## src/rtl/core/fyp_pkg.sv

```systemverilog
`default_nettype none

package fyp_pkg;

  // Table geometry follows from the fixed field widths.
  localparam int TABLE_DEPTH = 1024;
  localparam int IDX_W       = 10;
  localparam int CNT_W       = 11;
  localparam int WORD_W      = 64;
  localparam int STEP_CNT_W  = $clog2(WORD_W);

  localparam int CMD_W = 2;
  localparam logic [CMD_W-1:0] CMD_RESTART = 2'd0;
  localparam logic [CMD_W-1:0] CMD_STEP    = 2'd1;
  localparam logic [CMD_W-1:0] CMD_READ    = 2'd2;

  typedef logic [IDX_W-1:0] idx_t;

  // One table word: the written flag beside the stored index.
  typedef struct packed {
    logic written;
    idx_t value;
  } entry_t;

endpackage

`default_nettype wire

```

## src/rtl/core/fyp_modunit.sv

```systemverilog
`default_nettype none

// Bit-serial restoring remainder: one dividend bit per cycle.
module fyp_modunit import fyp_pkg::*; (
  input  wire logic              clk,
  input  wire logic              rst_n,
  input  wire logic              start,
  input  wire logic [WORD_W-1:0] dividend,
  input  wire logic [CNT_W-1:0]  divisor,
  output logic                   done,
  output idx_t                   rem
);

  logic                  busy_r;
  logic                  done_r;
  logic [STEP_CNT_W-1:0] cnt_r;
  logic [WORD_W-1:0]     sh_r;
  logic [CNT_W-1:0]      rem_r;
  logic [CNT_W-1:0]      div_r;

  logic [CNT_W:0]   trial;
  logic [CNT_W:0]   diff;
  logic [CNT_W-1:0] rem_step;

  always_comb begin
    trial    = {rem_r, sh_r[WORD_W-1]};
    diff     = trial - {1'b0, div_r};
    rem_step = (trial >= {1'b0, div_r}) ? diff[CNT_W-1:0] : trial[CNT_W-1:0];
  end

  always_ff @(posedge clk) begin
    if (!rst_n) begin
      busy_r <= 1'b0;
      done_r <= 1'b0;
      cnt_r  <= '0;
    end else begin
      done_r <= 1'b0;
      if (start) begin
        busy_r <= 1'b1;
        cnt_r  <= '0;
      end else if (busy_r) begin
        cnt_r <= cnt_r + STEP_CNT_W'(1);
        if (cnt_r == STEP_CNT_W'(WORD_W - 1)) begin
          busy_r <= 1'b0;
          done_r <= 1'b1;
        end
      end
    end
  end

  always_ff @(posedge clk) begin
    if (start) begin
      sh_r  <= dividend;
      rem_r <= '0;
      div_r <= divisor;
    end else if (busy_r) begin
      sh_r  <= {sh_r[WORD_W-2:0], 1'b0};
      rem_r <= rem_step;
    end
  end

  // The divisor never exceeds the table depth, so the remainder fits an index.
  assign done = done_r;
  assign rem  = rem_r[IDX_W-1:0];

endmodule

`default_nettype wire

```

## config.mk

```make
export PLATFORM = sky130hd
export DESIGN_NAME = fyp_modunit
export DESIGN_NICKNAME = d
export VERILOG_FILES = /design/src/rtl/core/fyp_pkg.sv /design/src/rtl/core/fyp_modunit.sv
export SDC_FILE = /design/constraint.sdc
export NUM_CORES = 1
export LEC_CHECK = 0
export BUFFER_PORTS_ARGS = -buffer_cell sky130_fd_sc_hd__clkbuf_2
export CAP_MARGIN = 5
export CORE_MARGIN = 8
export CORE_UTILIZATION = 39
export DETAILED_ROUTE_END_ITERATION = 12
export HOLD_SLACK_MARGIN = 0.03
export PLACE_DENSITY = 0.63
export SETUP_SLACK_MARGIN = 0.3
export SYNTH_ARGS = -nofsm -noshare
export SYNTH_HDL_FRONTEND = slang
export SYNTH_SLANG_ARGS = --single-unit
```

## constraint.sdc

```tcl
create_clock -name clk -period 3.12 [get_ports clk]
set_clock_uncertainty 0.1 [all_clocks]
set_input_delay 0.156 -clock clk [delete_from_list [all_inputs] [get_ports clk]]
set_output_delay 0.156 -clock clk [all_outputs]
set_load 0.02 [all_outputs]
```

==> metrics.cfg, run 1 <==
[final_layout]
drive_above_1_share_pct=36.8
antenna_cells=0
nets=578
finalInstanceArea_um2=6100
num-fill-cells=946
synthToLayoutAreaGrowth_pct=35.6

[power]
sw_frac_of_total_pct=24.6
comb_power_share_pct=17.5
pwr-share-seq_pct=48.3
internal_power_uw=2400
p_per_area_nw_per_um2=522
max-vdd-ir-drop_uv=290
clockPowerShare_pct=34.2
p_switching_uw=782
power.leakage_uw=0.00247

[worst_setup_path]
path_class=reg -> reg
regToRegEndpoint=rem_r[0]
r2r-start=sh_r[63]
worst_ep_required_time_ns=3.28
end_kind=flip-flop
rrSetupSlack_ns=0.46
arrival_ns=2.82
path_max_fanout=11
worstSetupEndpoint=rem_r[0]
rr_worst_depth=9
crit_start=sh_r[63]
critPathLaunchType=flip-flop

[logic_synthesis]
synthTopCellsByArea=edfxtp_1 50%, mux2_2 16%, dfxtp_1 8.5%, ha_1 3.3%, buf_4 1.7%
seq_area_frac_synth_pct=58.5
synth_edf_count=75
synth_top_area_share_pct=50.0
synth_cell_type_count=56
synth_warnings=0
synth_top_area_cell=edfxtp_1
synthesis.instances=332
avgSynthCellArea_um2=13.6
ys_top_cells_by_count=75 x edfxtp_1, 64 x mux2_2, 19 x dfxtp_1, 19 x nor2_1, 17 x inv_1
ys_ff_latch=94
synth_most_common_cell=edfxtp_1
synth_ff_type=edfxtp_1
synth_fp_nets=423
synthArstFlopShare_pct=0
syn_area_um2=4500

[floorplan]
core.rowCount=39
dieArea_um2=15200
core_area_um2=11300
fp.dieW_um=123
io_pins=89
initial_core_util_pct=39.8
die_h_um=123

[clock_network]
clk-insertion-delay-late_ns=0.35
cts.sinks=94
cts_made_buffers=9
post-cts-setup-buffers=0
path_clk_slew_ns=0.07
cts_max_level=3
cts_buffer_depth=2
clockRootBuffer=clkbuf_16
tritoncts=done

[run_status]
status=complete, no violations

[sta]
rsz0062_at_grt=false
fmax_mhz=376
max_slew_margin_pct=58.5
setup_viol=0
fin_setup_tns_ns=0
finalHoldViolations=0
final_max_slew_viol_count=0
tightest_slew_ns=0.623
fin_crit_ns=2.66
min_period_over_period_pct=85.2

[hold_path]
hold_path.class=in -> reg

[drt]
drt_first_iter_violations=132
num_vias=3094
postRouteAntennaNets=0
routed_wl_um=9990
post_drt_wl_per_cell_um=15.7
remaining_drc_errors=0
firstDrtPassIters=4
via_per_inst=4.87

[placed_design]
placed_cell_area_um2=5040
io_buffers=88
dp_hpwl_um=6360
gp_congestion=0.819

[global_route]
grt_overflow=0
first_global_vias=3397
grt_start_max_net_pins=53
groute.usage.overall_pct=13.9
grt_pass1_wl_um=16200
antenna_found_initial=0

[flow_run]
maxCapViolations=0

## power by group through the flow
stage                     Combinational (µW)  Clock, µW  Sequential (µW)
after global routing                     612       1170             1550
after floorplan                          361          0             1550
final                                    557       1090             1540
after CTS                                557       1120             1540
after detailed placement                 476          0             1560
after global placement                   464          0             1560
## logic make-up (layout without fill, tap and decap cells)
family                   Yosys count  after routing  synth area share [%]
AND/OR/NAND/NOR                   65             65                  7.56
AO/OA/AOI/OAI                     44             44                  7.48
multiplexers                      68             68                  16.9
XOR/XNOR                           7              7                  1.36
flip-flops                        94             94                  58.5
adder cells (fa/ha/maj)           13             13                  3.78
buffers and inverters             41            201                  4.42
## cell type report
| type | count | area (µm²) | area share [%] |
|---|---|---|---|
| Clock buffer | 9 | 225 | 3.69 |
| Clock inverter | 7 | 65.1 | 1.07 |
| Inverter | 17 | 63.8 | 1.05 |
| Multi-Input combinational cell | 197 | 1680 | 27.5 |
| Sequential cell | 94 | 2630 | 43.2 |
| Tap cell | 143 | 179 | 2.93 |
| Timing Repair Buffer | 168 | 1260 | 20.6 |
## critical path, cell delays in order, from the launching register on
cell and delay, ns:
edfxtp_1 0.36, inv_1 0.08, ha_1 0.18, fa_1 0.22
nor2b_1 0.07, o22a_1 0.21, o2111a_2 0.31, a211oi_4 0.41
mux2_2 0.40, a211oi_1 0.23
## metrics by stage
stage	instances	setup WS, ns	power [µW]	hold WS, ns	utilization [%]
floorplan	332	0.664	1910	0.155	-
global placement	543	0.366	2030	0.236	44.5
detailed placement	543	0.294	2040	0.235	44.5
CTS	634	0.438	3210	0.0333	53.8
global route	635	0.310	3330	0.216	53.9
finish	635	0.462	3180	0.196	53.9
## how the worst min path moves through the flow
stage / start / to / slack (ns) / cells after the start
after detailed placement: divisor[4] / div_r[4] / 0.23 / 1
after CTS: dividend[57] / sh_r[57] / 0.03 / 2
after global placement: divisor[2] / div_r[2] / 0.24 / 1
after global routing: start / div_r[7] / 0.22 / 1
after floorplan: divisor[0] / div_r[0] / 0.15 / 0
final: start / div_r[7] / 0.20 / 1
## timing repair
action	in CTS	in global routing
hold buffers	75	1
resized for setup	1	0
setup endpoints to repair	1	0
endpoints found under the hold margin	75	1
## layer usage
metal  wire, µm  track usage [%]  part of all wire (%)  vias to the layer above
met5          0                0                     0                        -
met4        224             6.85                   2.2                        0
met3        436             3.88                   4.4                       15
met2       5170             24.2                    52                       66
met1       4160             15.2                    42                     1475
li1           -                -                     -                     1538
## sequential cells by signal (all words and copies together) (netlist names)
signal	cells
done	1
cnt_r	6
rem_r	11
sh_r	64
busy_r	1
div_r	11
## placed cells by master, fill, tap and decap left out, drive strengths merged, types with 4 or more instances in the layout
| cell type | n |
|---|---|
| buf | 5 |
| nor2 | 19 |
| mux2 | 64 |
| o21ai | 7 |
| a21o | 4 |
| edfxtp | 75 |
| dlygate4sd3 | 76 |
| clkinv | 4 |
| dfxtp | 19 |
| clkbuf | 96 |
| ha | 12 |
| inv | 17 |
| a21oi | 4 |
| a311oi | 8 |
| nand2 | 17 |
| mux2i | 4 |
| xor2 | 4 |
Note: power is estimated with default switching activity, not from simulation.
==> run 2: changes to the inputs <==
Settings changed: BUFFER_PORTS_ARGS -buffer_cell sky130_fd_sc_hd__clkbuf_2 to not set, CAP_MARGIN 5 to 20, DONT_BUFFER_PORTS set to 1, PLACE_DENSITY 0.63 to 0.58.
Clock period 3.12 ns to 2.4 ns, I/O delays scaled along.
==> run 2 against run 1 <==
  * The run now fails in 4_1_cts
  * Synthesized area is the same
  * Synthesized cell count is the same
==> metrics.cfg, run 2 <==
[logic_synthesis]
ys_top_cells_by_count=75 x edfxtp_1, 64 x mux2_2, 19 x dfxtp_1, 19 x nor2_1, 17 x inv_1
syn_area_um2=4500  ; unchanged
synthXorXnorAreaFrac_pct=1.36  ; unchanged
synth_warnings=0  ; unchanged
synth_ff_type=edfxtp_1
synth-compound-area-share_pct=7.48  ; unchanged
synth_fp_nets=423  ; unchanged
synthAdderAreaFrac_pct=3.78  ; unchanged
synthTopCellsByArea=edfxtp_1 50%, mux2_2 16%, dfxtp_1 8.5%, ha_1 3.3%, buf_4 1.7%
yosys-mux-area-fraction_pct=16.9  ; unchanged
synth_most_common_cell=edfxtp_1
synth_top_area_share_pct=50.0  ; unchanged
yosys.area_share.simple_pct=7.56  ; unchanged
synthArstFlopShare_pct=0  ; unchanged
seq_area_frac_synth_pct=58.5  ; unchanged
synth_top_area_cell=edfxtp_1
synth_edf_count=75  ; unchanged
synthesis.instances=332  ; unchanged
synth_top_family_by_area=multiplexers
synth_cell_type_count=56  ; unchanged
ys_ff_latch=94  ; unchanged
avgSynthCellArea_um2=13.6  ; unchanged

[clock_network]
cts_buffer_depth=2  ; unchanged
clockRootBuffer=clkbuf_16
cts_hold_buf=101  ; +35%
post-cts-setup-buffers=3  ; +3
cts_max_level=3  ; unchanged
cts.sinks=94  ; unchanged
cts_made_buffers=9  ; unchanged
cts-resized-gates=2  ; +1

[floorplan]
fp.dieW_um=123  ; unchanged
die_h_um=123  ; unchanged
io_pins=89  ; unchanged
initial_core_util_pct=39.8  ; unchanged
core.rowCount=39  ; unchanged

[run_status]
tool.error=[ERROR RSZ-0060] Max buffer count reached.
haltStage=4_1_cts
status=aborted with a tool error

[placed_design]
place_inst=475  ; -13%
dp_hpwl_um=5980  ; -6.0%
pre_cts_ws_ns=-0.0800  ; -0.374 ns
gp_congestion=0.767  ; -6.3%
io_buffers=0  ; -100%

run 2: kinds of logic after synthesis:
kind of cell,after synthesis
and+or+nand+nor,65
xor gates and xnor gates,7
AOI/OAI and AO/OA,44
muxes,68
adders and majority gates,13
buffers and inverters,41
DFF,94
run 2: metrics by stage:
stage / utilization [%] / cell area, µm²
after global placement: 42.0 / 4760
after floorplan: - / 4520
after detailed placement: 42.0 / 4760
==> run 3: changes to the inputs <==
Settings changed: CORE_UTILIZATION 39 to 24, HOLD_SLACK_MARGIN 0.03 to not set, PLACE_DENSITY 0.58 to not set, PLACE_DENSITY_LB_ADDON set to 0.15, SETUP_SLACK_MARGIN 0.3 to not set.
Clock period 2.4 ns to 3.1 ns, I/O delays scaled along.
==> run 3 against run 2 <==
  * The flow now finishes without violations
==> metrics.cfg, run 3 (synthesis gave the netlist of run 1 again) <==
[run_status]
status=complete, no violations

[clock_network]
cts_max_level=3  ; unchanged
cts-resized-gates=0  ; -2
path_clk_slew_ns=0.07
cts_buffer_depth=2  ; unchanged
clockRootBuffer=clkbuf_16
tritoncts=done
cts_made_buffers=9  ; unchanged
clk-insertion-delay-late_ns=0.34
cts.sinks=94  ; unchanged
post-cts-setup-buffers=0  ; -3

[power]
p_switching_uw=788
comb_power_share_pct=15.5
max-vdd-ir-drop_uv=244
internal_power_uw=2470
pwr-share-seq_pct=47.8
clockPowerShare_pct=36.8
sw_frac_of_total_pct=24.2
power.leakage_uw=0.00214
p_per_area_nw_per_um2=559

[worst_setup_path]
r2r-start=sh_r[63]
crit_start=sh_r[63]
regToRegEndpoint=rem_r[6]
path_max_fanout=7
rr_worst_depth=10
end_kind=flip-flop
critPathLaunchType=flip-flop
path_class=reg -> reg
worst_ep_required_time_ns=3.25
rrSetupSlack_ns=0.43
arrival_ns=2.81
worstSetupEndpoint=rem_r[6]

[drt]
firstDrtPassIters=4
post_drt_wl_per_cell_um=15.9
drt_first_iter_violations=119
postRouteAntennaNets=0
routed_wl_um=10200
num_vias=2834
via_per_inst=4.41
remaining_drc_errors=0

[sta]
setup_ws_ns=0.434
fin_crit_ns=2.67
setup_viol=0
rsz0062_at_grt=false
fmax_mhz=375
min_period_over_period_pct=86.0
tightest_slew_ns=0.482
fin_setup_tns_ns=0
final_max_slew_viol_count=0
finalHoldViolations=0
max_slew_margin_pct=67.7

[final_layout]
finalNonFillerCells=643
drive_above_1_share_pct=24.0
nets=495
top_regs=sh_r x64, div_r x11, rem_r x11
final_common_cell=dlygate4sd3_1
largest-register=sh_r
final_util_pct=31.4
final_cell_mix=77 x dlygate4sd3_1, 75 x edfxtp_1, 64 x mux2_2, 19 x nor2_1, 19 x dfxtp_1
largest_register_ffs=64
finalInstanceArea_um2=5840
num-fill-cells=1856
synthToLayoutAreaGrowth_pct=29.7

[floorplan]
die_h_um=153  ; +24%
core_area_um2=18600
dieArea_um2=23400
initial_core_util_pct=24.2  ; -16 points
io_pins=89  ; unchanged
core.rowCount=50  ; +28%
fp.dieW_um=153  ; +24%

[placed_design]
io_buffers=0  ; unchanged
placed_cell_area_um2=4720  ; -0.71%
dp_hpwl_um=6830  ; +14%
place_inst=549  ; +16%
gp_congestion=0.698  ; -9.1%
pre_cts_ws_ns=0.440  ; +0.520 ns

[flow_run]
maxCapViolations=0

[global_route]
grt_overflow=0
grt_pass1_wl_um=16800
groute.usage.overall_pct=9.17
grt_start_max_net_pins=88
antenna_found_initial=1
first_global_vias=3161

[hold_path]
holdPathStages=2
hold_path.class=in -> reg

-- run 3: layout make-up --
cell class | count | area (µm²) | area share [%]
Antenna cell | 1 | 2.50 | 0.0429
Clock buffer | 10 | 229 | 3.92
Clock inverter | 5 | 83.8 | 1.44
Inverter | 17 | 63.8 | 1.09
Multi-Input combinational cell | 197 | 1670 | 28.6
Sequential cell | 94 | 2630 | 45.1
Tap cell | 234 | 293 | 5.02
Timing Repair Buffer | 85 | 863 | 14.8
-- run 3: critical path, stage by stage, from the launching register on --
cell	delay, ns
edfxtp_1	0.32
inv_1	0.05
ha_1	0.21
fa_1	0.41
nor2b_1	0.16
o22a_1	0.19
o2111a_2	0.24
a211oi_2	0.07
buf_4	0.18
or3b_1	0.37
a311oi_1	0.26
-- run 3: power groups by stage --
| stage | sequential [µW] | combinational [µW] | clock [µW] |
|---|---|---|---|
| 2_1_floorplan | 1560 | 363 | 0 |
| 3_3_place_gp | 1590 | 400 | 0 |
| 3_5_place_dp | 1590 | 405 | 0 |
| 4_1_cts | 1560 | 513 | 1250 |
| 5_1_grt | 1570 | 562 | 1280 |
| 6_report | 1560 | 505 | 1200 |
-- run 3: stage by stage --
step	hold slack, ns	power [µW]
final	0.0658	3260
after global placement	0.138	1990
after floorplan	0.154	1920
after CTS	0.0394	3320
after detailed placement	0.154	1990
after global routing	0.0761	3420
-- run 3: routing by layer --
| layer | part of all wire (%) | GRT usage [%] | up-vias |
|---|---|---|---|
| li1 | - | - | 1378 |
| met1 | 42 | 10.3 | 1376 |
| met2 | 50 | 15.3 | 69 |
| met3 | 6.1 | 4.06 | 11 |
| met4 | 1.5 | 3.06 | 0 |
| met5 | 0 | 0 | - |
-- run 3: what timing repair did --
action | 4_1_cts | 5_1_grt
setup endpoints to repair | 0 | 0
hold endpoints to repair | 98 | 0
hold buffers | 78 | 0
-- run 3: how the worst min path moves through the flow --
stage	start	to	slack, ns
after floorplan	divisor[0]	div_r[0]	0.15
after global placement	start	rem_r[10]	0.14
after detailed placement	divisor[4]	div_r[4]	0.15
after CTS	start	cnt_r[4]	0.04
after global routing	start	cnt_r[2]	0.08
final	start	cnt_r[4]	0.07
==> run 4: changes to the inputs <==
--- a/constraint.sdc
+++ b/constraint.sdc
@@ -4,2 +4,2 @@
 set_output_delay 0.155 -clock clk [all_outputs]
-set_load 0.02 [all_outputs]
+set_load 0.005 [all_outputs]
==> run 4 against run 3 <==
  * First-iteration DRC count fell by 10%
  * Non-clock buffer count fell by 5
  * Register-to-register slack barely moved
  * Global-route usage fell by 0.35 points
  * Final cell count fell by 0.78%
  * Core utilization fell by 0.32 points
==> metrics.cfg, run 4 (synthesis gave the netlist of run 1 again) <==
[clock_network]
cts_made_buffers=9  ; unchanged
clk-insertion-delay-late_ns=0.34  ; about the same
cts_buffer_depth=2  ; unchanged
clockRootBuffer=clkbuf_16
path_clk_slew_ns=0.07  ; about the same
tritoncts=done
cts-resized-gates=0  ; unchanged
cts.sinks=94  ; unchanged
cts_max_level=3  ; unchanged

[global_route]
grt_start_max_net_pins=88  ; unchanged
antenna_found_initial=1  ; unchanged
first_global_vias=3054  ; -3.4%
gr-usage-met3_pct=4.31  ; +0.25 points
grt_pass1_wl_um=16100  ; -4.4%
grtUsageMet2_pct=14.5  ; -0.81 points
groute.usage.overall_pct=8.82  ; -0.35 points
grt-busiest-layer=met2
grtUsageMet1_pct=9.84  ; -0.43 points
grt_overflow=0  ; unchanged

[placed_design]
dp_hpwl_um=6730  ; -1.5%
io_buffers=0  ; unchanged
gp_congestion=0.720  ; +3.1%
pre_cts_ws_ns=0.449  ; +0.00906 ns

[floorplan]
core.rowCount=50  ; unchanged
initial_core_util_pct=24.2  ; unchanged
dieArea_um2=23400  ; unchanged
die_h_um=153  ; unchanged
core_area_um2=18600  ; unchanged
fp.dieW_um=153  ; unchanged
io_pins=89  ; unchanged

[worst_setup_path]
rr_worst_depth=10  ; unchanged
rrSetupSlack_ns=0.43  ; about the same
critPathLaunchType=flip-flop
path_class=reg -> reg
worst_ep_required_time_ns=3.25  ; about the same
slowest_delay_ns=0.40  ; about the same
crit_chain=inv_1 > ha_1 > fa_1 > nor2b_1 > o22a_1 > o2111a_2 > a211oi_2 > buf_4 > or3b_1 > a311oi_1
path_max_fanout=10  ; +3
arrival_ns=2.82  ; about the same
crit_slowest_cell=fa_1
r2r-start=sh_r[63]
regToRegEndpoint=rem_r[6]
end_kind=flip-flop

[final_layout]
final_util_pct=31.1  ; -0.32 points
multi_input_area_um2=1670  ; unchanged
largest_register_ffs=64  ; unchanged
largest-register=sh_r
register_area_um2=2630  ; unchanged
synthToLayoutAreaGrowth_pct=28.4
top_regs=sh_r x64, div_r x11, rem_r x11
final_common_cell=dlygate4sd3_1
final_cell_mix=76 x dlygate4sd3_1, 75 x edfxtp_1, 64 x mux2_2, 19 x nor2_1, 19 x dfxtp_1
num-fill-cells=1895  ; +2.1%
drive_above_1_share_pct=23.6  ; -0.45 points
nets=490  ; -1.0%

[drt]
firstDrtPassIters=4  ; unchanged
drt_first_iter_violations=107  ; -10%
routed_wl_um=9950  ; -2.7%
remaining_drc_errors=0  ; unchanged
postRouteAntennaNets=0  ; unchanged
num_vias=2804  ; -1.1%
via_per_inst=4.39  ; -0.28%
post_drt_wl_per_cell_um=15.6  ; -1.9%

[sta]
tightest_slew_ns=0.493  ; +0.0109 ns
fmax_mhz=375  ; about the same
setup_ws_ns=0.434  ; +0.0000710 ns
rsz0062_at_grt=false
setup_viol=0  ; unchanged
finalHoldViolations=0  ; unchanged
fin_crit_ns=2.67  ; -0.0000710 ns
max_slew_margin_pct=67.1  ; -0.58 points
final_max_slew_viol_count=0  ; unchanged
min_period_over_period_pct=86.0  ; about the same
fin_setup_tns_ns=0  ; unchanged

[hold_path]
hold_path.class=in -> reg
holdPathEnd=cnt_r[0]
worstHoldStart=start
holdPathStages=2  ; unchanged

[power]
p_per_area_nw_per_um2=547  ; -2.0%
power.leakage_uw=0.00210  ; -1.5%
p_total_uw=3160  ; -3.0%
max-vdd-ir-drop_uv=236  ; -3.1%

[flow_run]
maxCapViolations=0  ; unchanged

[run_status]
status=complete, no violations

[run 4: changes by cell type in the layout (fill, tap and decap cells not counted), sizes merged]
cell,previous run,this run
inv,18,20
bufinv,2,1
clkbuf,10,9
dlygate4sd3,77,76
buf,8,4
[run 4: area by class of cell]
| type | count | area share [%] |
|---|---|---|
| antenna | 1 | 0.0433 |
| clock buffer | 9 | 3.90 |
| clock inverter | 6 | 1.19 |
| inverter | 17 | 1.10 |
| multi-input combinational | 197 | 28.9 |
| sequential | 94 | 45.6 |
| tap | 234 | 5.07 |
| timing repair buffer | 80 | 14.2 |
[run 4: stage by stage]
step                hold WS, ns  instances  area (µm²)
floorplan                 0.154        332        4500
global placement          0.138        545        4690
detailed placement        0.141        545        4690
CTS                      0.0387        637        5780
global route             0.0544        638        5780
finish                   0.0606        638        5780
[run 4: power by group]
group | switching (µW) | internal, µW
sequential | 52.3 | 1500
clock | 495 | 628
combinational | 229 | 256
[run 4: repair_timing]
| action | CTS | global route |
|---|---|---|
| endpoints found under the setup margin | 0 | 0 |
| hold endpoints to repair | 98 | 0 |
| hold buffers | 77 | 0 |
| setup buffers | 0 | 0 |
[run 4: worst max-delay path by stage]
stage | cells past startpoint | start | slack [ns] | to
floorplan | 9 | div_r[0] | 0.64 | rem_r[10]
global placement | 10 | sh_r[63] | 0.49 | rem_r[6]
detailed placement | 10 | sh_r[63] | 0.45 | rem_r[6]
CTS | 10 | sh_r[63] | 0.42 | rem_r[6]
global route | 10 | sh_r[63] | 0.24 | rem_r[6]
finish | 10 | sh_r[63] | 0.43 | rem_r[6]
[run 4: per-layer routing]
layer / wire (µm) / vias up
met4: 145 / 0
met2: 4810 / 57
met1: 4360 / 1366
met3: 627 / 10
li1: - / 1371
met5: 0 / -
[run 4: worst max-delay path, delay by kind of cell (launching register included)]
family | cells | cell delay, ns
AO/OA/AOI/OAI | 4 | 0.75
adder cells (fa/ha/maj) | 2 | 0.62
buffers and inverters | 2 | 0.24
flip-flops | 1 | 0.32
AND/OR/NAND/NOR | 2 | 0.54
